$ cat src/vtct_pkg.sv
// ----------------------------------------------------------------------------
// vtct_pkg
// Shared types, constants and sequence tables of the VT100 character
// translator: command format between front and back, escape texts.
// ----------------------------------------------------------------------------
package vtct_pkg;

    localparam int CMDQ_DEPTH_DEF = 2;

    localparam logic [7:0] ESC_BYTE = 8'd27;
    localparam logic [7:0] LF_BYTE  = 8'd10;
    localparam logic [7:0] CR_BYTE  = 8'd13;
    localparam logic [7:0] REV_ON_BYTE  = 8'h52;
    localparam logic [7:0] REV_OFF_BYTE = 8'h72;

    localparam int SEQ_MAX = 9;
    localparam int TEXT_W  = 8 * SEQ_MAX;

    typedef logic [TEXT_W-1:0] t_text;

    typedef enum logic [2:0] {
        SEQ_NONE     = 3'd0,
        SEQ_DRAW_ON  = 3'd1,
        SEQ_DRAW_OFF = 3'd2,
        SEQ_REV_ON   = 3'd3,
        SEQ_REV_OFF  = 3'd4,
        SEQ_COLOUR   = 3'd5
    } t_seq;

    typedef struct packed {
        t_seq       kind;
        logic [3:0] colour;
        logic       has_byte;
        logic [7:0] data;
    } t_cmd;

    localparam logic [255:0] GLYPH_TEXT = " lqkxmjlwktsuvmjABo`DEFGHIJKLMNO";

    localparam t_text COLOUR_TEXT [16] = '{
        t_text'("\033[0;30m"),   t_text'("\033[0;37;1m"),
        t_text'("\033[0;31m"),   t_text'("\033[0;36m"),
        t_text'("\033[0;35m"),   t_text'("\033[0;32m"),
        t_text'("\033[0;34m"),   t_text'("\033[0;33m"),
        t_text'("\033[0;33;2m"), t_text'("\033[0;31;2m"),
        t_text'("\033[0;31;1m"), t_text'("\033[0;31;2m"),
        t_text'("\033[0;31;2m"), t_text'("\033[0;32;1m"),
        t_text'("\033[0;34;1m"), t_text'("\033[0;37;2m")
    };

    localparam logic [3:0] COLOUR_LEN [16] = '{
        4'd7, 4'd9, 4'd7, 4'd7, 4'd7, 4'd7, 4'd7, 4'd7,
        4'd9, 4'd9, 4'd9, 4'd9, 4'd9, 4'd9, 4'd9, 4'd9
    };

    function automatic logic [7:0] glyph_byte(input logic [4:0] idx);
        logic [4:0] rev;
        rev = 5'd31 - idx;
        return GLYPH_TEXT[{rev, 3'b000} +: 8];
    endfunction

    function automatic t_text seq_text(input t_seq kind, input logic [3:0] colour);
        t_text s;
        unique case (kind)
            SEQ_DRAW_ON:  s = t_text'("\033(0");
            SEQ_DRAW_OFF: s = t_text'("\033(B");
            SEQ_REV_ON:   s = t_text'("\033[7m");
            SEQ_REV_OFF:  s = t_text'("\033[27m");
            SEQ_COLOUR:   s = COLOUR_TEXT[colour];
            default:      s = '0;
        endcase
        return s;
    endfunction

    function automatic logic [3:0] seq_len(input t_seq kind, input logic [3:0] colour);
        logic [3:0] n;
        unique case (kind)
            SEQ_DRAW_ON:  n = 4'd3;
            SEQ_DRAW_OFF: n = 4'd3;
            SEQ_REV_ON:   n = 4'd4;
            SEQ_REV_OFF:  n = 4'd5;
            SEQ_COLOUR:   n = COLOUR_LEN[colour];
            default:      n = 4'd0;
        endcase
        return n;
    endfunction

endpackage

$ cat src/vt100_char_translator.sv
// ----------------------------------------------------------------------------
// vt100_char_translator
// Turns character bytes into the VT100 byte stream that displays them.
// ----------------------------------------------------------------------------
// Input channel: present a byte on i_in_byte with push high; it transfers at
// a rising edge where full is low. Output channel: while empty is low the
// oldest result byte sits on o_out_byte with o_last marking the final byte
// of its input; it transfers at a rising edge where pop is high.
// An escape byte (27) only arms the colour prefix and gives no output.
// Each command is registered in the command queue, then its bytes in the output register.
// Throughput: the output side moves one byte per cycle while the receiver
// pops, and an input causes 1 byte for plain, 4 on a drawing-mode change,
// 4 or 5 for reverse video, 7 or 9 for colour sequences. The byte walker
// in the back end sets this pace; the front end takes one byte per
// cycle while the command queue (CMDQ_DEPTH entries) has room.
// Reset (i_rst_n low, synchronous) clears drawing mode, the colour prefix,
// the queue and the output register.
// When the receiver stalls the output byte holds, the queue fills, and full
// rises until bytes transfer again.
// ----------------------------------------------------------------------------
module vt100_char_translator
    import vtct_pkg::*;
#(
    parameter int CMDQ_DEPTH = CMDQ_DEPTH_DEF
) (
    input  logic       i_clk,
    input  logic       i_rst_n,
    input  logic       push,
    output logic       full,
    input  logic [7:0] i_in_byte,
    output logic       empty,
    input  logic       pop,
    output logic [7:0] o_out_byte,
    output logic       o_last
);

    t_cmd front_cmd;
    t_cmd head_cmd;
    logic q_push;
    logic q_full;
    logic q_pop;
    logic q_empty;

    vtct_front u_front (
        .i_clk     (i_clk),
        .i_rst_n   (i_rst_n),
        .i_push    (push),
        .i_in_byte (i_in_byte),
        .i_q_full  (q_full),
        .o_full    (full),
        .o_q_push  (q_push),
        .o_cmd     (front_cmd)
    );

    vtct_cmdq #(
        .DEPTH (CMDQ_DEPTH)
    ) u_cmdq (
        .i_clk   (i_clk),
        .i_rst_n (i_rst_n),
        .i_push  (q_push),
        .i_cmd   (front_cmd),
        .o_full  (q_full),
        .i_pop   (q_pop),
        .o_head  (head_cmd),
        .o_empty (q_empty)
    );

    vtct_back u_back (
        .i_clk        (i_clk),
        .i_rst_n      (i_rst_n),
        .i_head       (head_cmd),
        .i_head_empty (q_empty),
        .o_head_pop   (q_pop),
        .i_pop        (pop),
        .o_empty      (empty),
        .o_out_byte   (o_out_byte),
        .o_last       (o_last)
    );

endmodule

$ cat src/vtct_front.sv
// ----------------------------------------------------------------------------
// vtct_front
// Input side: classify each byte, track drawing mode and colour prefix,
// and hand one command per non-escape input byte to the command queue.
// ----------------------------------------------------------------------------
module vtct_front
    import vtct_pkg::*;
(
    input  logic       i_clk,
    input  logic       i_rst_n,
    input  logic       i_push,
    input  logic [7:0] i_in_byte,
    input  logic       i_q_full,
    output logic       o_full,
    output logic       o_q_push,
    output t_cmd       o_cmd
);

    logic r_line_draw, n_line_draw;
    logic r_colour_pending, n_colour_pending;
    logic accept;
    logic is_esc;
    logic is_plain;

    assign accept   = i_push && !i_q_full;
    assign o_full   = i_q_full;
    assign is_esc   = (i_in_byte == ESC_BYTE);
    assign is_plain = (i_in_byte[7:5] != 3'd0) || (i_in_byte == LF_BYTE)
                      || (i_in_byte == CR_BYTE);

    always_comb begin
        n_line_draw      = r_line_draw;
        n_colour_pending = r_colour_pending;
        o_cmd.kind       = SEQ_NONE;
        o_cmd.colour     = i_in_byte[3:0];
        o_cmd.has_byte   = 1'b1;
        o_cmd.data       = i_in_byte;
        if (is_esc) begin
            n_colour_pending = 1'b1;
        end else if (r_colour_pending) begin
            n_colour_pending = 1'b0;
            o_cmd.has_byte   = 1'b0;
            if (i_in_byte == REV_ON_BYTE) begin
                o_cmd.kind = SEQ_REV_ON;
            end else if (i_in_byte == REV_OFF_BYTE) begin
                o_cmd.kind = SEQ_REV_OFF;
            end else begin
                o_cmd.kind = SEQ_COLOUR;
            end
        end else if (is_plain) begin
            n_line_draw = 1'b0;
            if (r_line_draw) begin
                o_cmd.kind = SEQ_DRAW_OFF;
            end
        end else begin
            n_line_draw = 1'b1;
            o_cmd.data  = glyph_byte(i_in_byte[4:0]);
            if (!r_line_draw) begin
                o_cmd.kind = SEQ_DRAW_ON;
            end
        end
    end

    assign o_q_push = accept && !is_esc;

    always_ff @(posedge i_clk) begin
        if (!i_rst_n) begin
            r_line_draw      <= 1'b0;
            r_colour_pending <= 1'b0;
        end else if (accept) begin
            r_line_draw      <= n_line_draw;
            r_colour_pending <= n_colour_pending;
        end
    end

endmodule

$ cat src/vtct_cmdq.sv
// ----------------------------------------------------------------------------
// vtct_cmdq
// Short command queue between front and back.
// ----------------------------------------------------------------------------
module vtct_cmdq
    import vtct_pkg::*;
#(
    parameter int DEPTH = CMDQ_DEPTH_DEF
) (
    input  logic i_clk,
    input  logic i_rst_n,
    input  logic i_push,
    input  t_cmd i_cmd,
    output logic o_full,
    input  logic i_pop,
    output t_cmd o_head,
    output logic o_empty
);

    localparam int PTR_W = (DEPTH > 1) ? $clog2(DEPTH) : 1;
    localparam int CNT_W = $clog2(DEPTH + 1);
    localparam logic [PTR_W-1:0] PTR_LAST = PTR_W'(DEPTH - 1);

    t_cmd             r_mem [DEPTH];
    logic [PTR_W-1:0] r_wr_ptr;
    logic [PTR_W-1:0] r_rd_ptr;
    logic [CNT_W-1:0] r_count;
    logic             do_push;
    logic             do_pop;

    assign o_full  = (r_count == CNT_W'(DEPTH));
    assign o_empty = (r_count == '0);
    assign o_head  = r_mem[r_rd_ptr];
    assign do_push = i_push && !o_full;
    assign do_pop  = i_pop && !o_empty;

    always_ff @(posedge i_clk) begin
        if (do_push) begin
            r_mem[r_wr_ptr] <= i_cmd;
        end
    end

    always_ff @(posedge i_clk) begin
        if (!i_rst_n) begin
            r_wr_ptr <= '0;
            r_rd_ptr <= '0;
            r_count  <= '0;
        end else begin
            if (do_push) begin
                r_wr_ptr <= (r_wr_ptr == PTR_LAST) ? '0 : r_wr_ptr + 1'b1;
            end
            if (do_pop) begin
                r_rd_ptr <= (r_rd_ptr == PTR_LAST) ? '0 : r_rd_ptr + 1'b1;
            end
            if (do_push && !do_pop) begin
                r_count <= r_count + 1'b1;
            end else if (do_pop && !do_push) begin
                r_count <= r_count - 1'b1;
            end
        end
    end

endmodule

$ cat src/vtct_back.sv
// ----------------------------------------------------------------------------
// vtct_back
// Output side: while the output register is free or popped, walk the escape
// text of the head command one byte per cycle, append any displayed byte, and hold each byte in the output register.
// ----------------------------------------------------------------------------
module vtct_back
    import vtct_pkg::*;
(
    input  logic       i_clk,
    input  logic       i_rst_n,
    input  t_cmd       i_head,
    input  logic       i_head_empty,
    output logic       o_head_pop,
    input  logic       i_pop,
    output logic       o_empty,
    output logic [7:0] o_out_byte,
    output logic       o_last
);

    logic [3:0] r_pos;
    logic       r_out_valid;
    logic [7:0] r_out_byte;
    logic       r_out_last;

    t_text      text;
    logic [3:0] len;
    logic [3:0] rem;
    t_text      shifted;
    logic       in_seq;
    logic       load;
    logic [7:0] emit_byte;
    logic       emit_last;

    assign text    = seq_text(i_head.kind, i_head.colour);
    assign len     = seq_len(i_head.kind, i_head.colour);
    assign in_seq  = (r_pos < len);
    assign rem     = len - 4'd1 - r_pos;
    assign shifted = text >> {rem, 3'b000};

    assign emit_byte = in_seq ? shifted[7:0] : i_head.data;
    assign emit_last = in_seq ? ((rem == 4'd0) && !i_head.has_byte) : 1'b1;

    assign load       = !i_head_empty && (!r_out_valid || i_pop);
    assign o_head_pop = load && emit_last;

    always_ff @(posedge i_clk) begin
        if (load) begin
            r_out_byte <= emit_byte;
            r_out_last <= emit_last;
        end
    end

    always_ff @(posedge i_clk) begin
        if (!i_rst_n) begin
            r_pos       <= '0;
            r_out_valid <= 1'b0;
        end else begin
            if (load) begin
                r_out_valid <= 1'b1;
                r_pos       <= emit_last ? 4'd0 : r_pos + 4'd1;
            end else if (i_pop) begin
                r_out_valid <= 1'b0;
            end
        end
    end

    assign o_empty    = !r_out_valid;
    assign o_out_byte = r_out_byte;
    assign o_last     = r_out_last;

endmodule

$ cat config.mk
export PLATFORM = sky130hd
export DESIGN_NAME = vt100_char_translator
export DESIGN_NICKNAME = d
export VERILOG_FILES = /design/src/vtct_pkg.sv /design/src/vt100_char_translator.sv /design/src/vtct_front.sv /design/src/vtct_cmdq.sv /design/src/vtct_back.sv
export SDC_FILE = /design/constraint.sdc
export NUM_CORES = 1
export LEC_CHECK = 0
export BUFFER_PORTS_ARGS = -buffer_cell sky130_fd_sc_hd__buf_2
export CAP_MARGIN = 40
export CORE_ASPECT_RATIO = 1.25
export CORE_MARGIN = 5
export CORE_UTILIZATION = 50
export DETAILED_ROUTE_END_ITERATION = 16
export PLACE_DENSITY = 0.68
export SLEW_MARGIN = 15
export SYNTH_ARGS = -nofsm -noshare
export SYNTH_HDL_FRONTEND = slang
export SYNTH_SLANG_ARGS = --single-unit
$ cat constraint.sdc
create_clock -name i_clk -period 6.41 [get_ports i_clk]
set_clock_uncertainty 0.2 [all_clocks]
set_input_delay 1.282 -clock i_clk [delete_from_list [all_inputs] [get_ports i_clk]]
set_output_delay 1.282 -clock i_clk [all_outputs]
set_load 0.02 [all_outputs]
==> metrics.csv <==
stage;metric;value;unit
floorplan;core footprint;0.00736;mm^2
place;area post-placement;0.00389;mm^2
clock_network;CTS tree;yes;
critical_path;WS Path Type;flop to flop;
timing;minimum clock period;4.80;ns
critical_path;nature of the critical path startpoint;flop;
floorplan;Die Ht;107;um
clock_network;Worst-Skew Late Latency;0.30;ns
cells_and_area;synthesis-to-layout area growth;6.99;%
clock_network;TritonCTS Sinks;53;
critical_path;CP bufs+invs;3;
clock_network;Reg clk slew, reported paths;0.10;ns
yosys;register area share after synthesis;0.391;
critical_path;crit-path cells;buf_12 > mux2i_1 > ha_1 > a21oi_1 > a21oi_2 > o22a_1 > inv_1 > fa_1 > inv_1 > o2111a_1 > a22o_1 > a2111oi_0 > o21a_1 > o21ai_1;
yosys;Ys Warns;0;
yosys;most instantiated library cell after synthesis;edfxtp_1;
timing;Setup TNS;0;ns
clock_network;Post-CTS Setup Inserts;0;
yosys;library cells used by synthesis;76;
global_route;largest net degree at the start of global routing;35;
cells_and_area;share of layout cells above drive strength 1;0.154;
power;Static Leak;1.48;nW
yosys;Synth area leader;edfxtp_1;
run_status;status;finished, final reports clean;
power;Final Power;0.00187;W
floorplan;Die W;87.6;um
floorplan;Initial Util;0.511;
yosys;synth top area cells;edfxtp_1 33%, ha_1 7.3%, dfxtp_1 6.4%;
timing;Slew Viols, Final;0;
cells_and_area;post-route insts no fill;481;
critical_path;r2r setup slk;1.61;ns
hold_path;worst min-delay path class;flop to flop;
critical_path;WP depth;14;
floorplan;I/O pins;23;
critical_path;CP max stage cell;fa_1;
timing;period utilization;0.749;
critical_path;most used cell along the critical path;inv_1;
critical_path;WP data required;6.27;ns
route;routed via count;2861;
timing;Fmax;208;MHz
yosys;Post-synth top cells;41 x edfxtp_1, 30 x nor2_1, 27 x a21oi_1, 24 x inv_1, 22 x ha_1;
clock_network;CTS H-Tree Depth;2;
clock_network;CTS Buffer Depth;2;
yosys;Synth Flop Type;edfxtp_1;
place;hpwl dp;5.99;mm
route;Detailed Route WL;7.90;mm
cells_and_area;NumNets Final;423;
power;Max IR drop VDD;497;uV
route;Routed WL per cell;16.4;um
yosys;top-area cell type share of the netlist area;0.327;
timing;Final Hold Viols;0;
route;vias per cell;5.95;
timing;Slew HR;0.462;
cells_and_area;final instance area;0.00402;mm^2
critical_path;worst setup path end;u_back.o_out_byte[1];
clock_network;Root Driver;clkbuf_8;
floorplan;overall die area;0.00937;mm^2
global_route;GR Util All Layers;0.175;
timing;final setup vio count;0;
timing;Least-Margin Pin Slew;0.792;ns
yosys;ys async rst share;0;
clock_network;Num CTS Buffers;5;
clock_network;cts repair resizes;0;
yosys;Synth Area per Inst;10.1;um^2
yosys;syn nets;409;
floorplan;Row Count;35;
run;MaxCap Viol Count;0;
global_route;first-pass GRT wire length;13.1;mm
route;ANT nets after route;0;
critical_path;Worst path top cell family by delay;compound AO/OA/AOI/OAI gates;
route;Remaining DRCs;0;
critical_path;Critical Path Max Stage Delay;0.89;ns
place;# port buffers;22;
clock_network;cts hold-fix bufs;0;
critical_path;FF-to-FF path depth;14;
route;TritonRoute pass-1 iters;5;
place;dpl cells;472;
yosys;flops & latches, synth;53;
cells_and_area;diodes inserted;0;
power;power per cell area;465;mW/mm^2
place;GPL Wtd Cong;0.936;
yosys;Mapped Area;0.00376;mm^2
yosys;Post-synth EDFFs;41;
critical_path;Crit Reg-Reg Endpoint;u_back.o_out_byte[1];
yosys;synthesized instance count;374;
critical_path;CP Max Fanout;29;
timing;RSZ-0062 raised after global routing;no;
global_route;antenna violations before repair;0;
cells_and_area;final core occ;0.547;
route;initial DRC count;156;
global_route;total grt overflow;0;
critical_path;critical path arrival;4.66;ns
critical_path;Critical Path Sink Type;flop;
global_route;number of global-route vias before repair;2674;
## per-layer routing
layer	GRT usage	vias to the layer above	routed length [um]
met5	0	-	0
met4	0.0537	0	121
met1	0.233	1368	3530
met2	0.297	67	4000
li1	-	1416	-
met3	0.0161	10	246
## worst register-to-register path, cell delays in order (launching register included)
cell and delay, ns:
dfxtp_2 0.44, buf_12 0.24, mux2i_1 0.44, ha_1 0.30, a21oi_1 0.13, a21oi_2 0.24
o22a_1 0.22, inv_1 0.08, fa_1 0.89, inv_1 0.30, o2111a_1 0.20, a22o_1 0.21
a2111oi_0 0.45, o21a_1 0.18, o21ai_1 0.05
## state kept, by name (all words and copies together), names as in the netlist, named ones only
signal	count
u_back.r_out_valid	1
u_cmdq.r_wr_ptr	1
u_front.r_line_draw	1
u_back.o_last	1
u_back.o_out_byte	8
u_cmdq.r_count	2
u_back.r_pos	4
u_cmdq.r_mem	32
u_cmdq.r_rd_ptr	1
u_front.r_colour_pending	1
## how the worst min path moves through the flow
stage,cells past startpoint,slack (ns),start,end
global route,2,0.38,u_cmdq.r_count[1],u_cmdq.r_count[1]
floorplan,2,0.29,u_back.r_pos[3],u_back.r_pos[3]
global placement,2,0.31,u_cmdq.r_count[1],u_cmdq.r_count[1]
detailed placement,2,0.32,u_cmdq.r_count[1],u_cmdq.r_count[1]
finish,2,0.32,u_cmdq.r_count[1],u_cmdq.r_count[1]
CTS,2,0.33,u_cmdq.r_count[1],u_cmdq.r_count[1]
## cell type report
| class | instances | area (um^2) |
|---|---|---|
| Clock inverter | 2 | 15.0 |
| Sequential cell | 53 | 1470 |
| Tap cell | 92 | 115 |
| Multi-Input combinational cell | 279 | 2090 |
| Timing Repair Buffer | 25 | 145 |
| Fill cell | 680 | 3330 |
| Inverter | 24 | 90.1 |
| Clock buffer | 6 | 93.8 |
## placed cells by master, fill, tap and decap left out, drive strengths merged, types with 12 or more instances in the layout
master and n:
nand2 20, a21oi 30, mux2i 21, edfxtp 41
nor2 31, ha 22, inv 25, o21ai 27
dfxtp 12, buf 25
## logic make-up (layout without fill, tap and decap cells)
family	after synthesis	in the layout	share of synthesized area
simple gates	97	97	0.132
buf+inv	42	57	0.0526
xor+xnor	14	14	0.0346
flops	53	53	0.391
fa+ha+maj	23	23	0.0785
compound gates	118	118	0.224
mux	27	27	0.0868
## through the flow
step           worst slack (ns)  hold slack (ns)
5_1_grt                    1.28            0.379
2_1_floorplan              2.13            0.285
3_5_place_dp               1.34            0.316
3_3_place_gp               1.41            0.310
6_report                   1.61            0.325
4_1_cts                    1.31            0.332
## where the power goes
part | internal, W | switching, W | total [W] | leakage, nW
sequential | 0.000479 | 0.0000422 | 0.000521 | 0.481
combinational | 0.000416 | 0.000725 | 0.00114 | 0.943
clock | 0.000102 | 0.000105 | 0.000207 | 0.0559
total | 0.000997 | 0.000872 | 0.00187 | 1.48
Power figures use the tool's default switching activity.
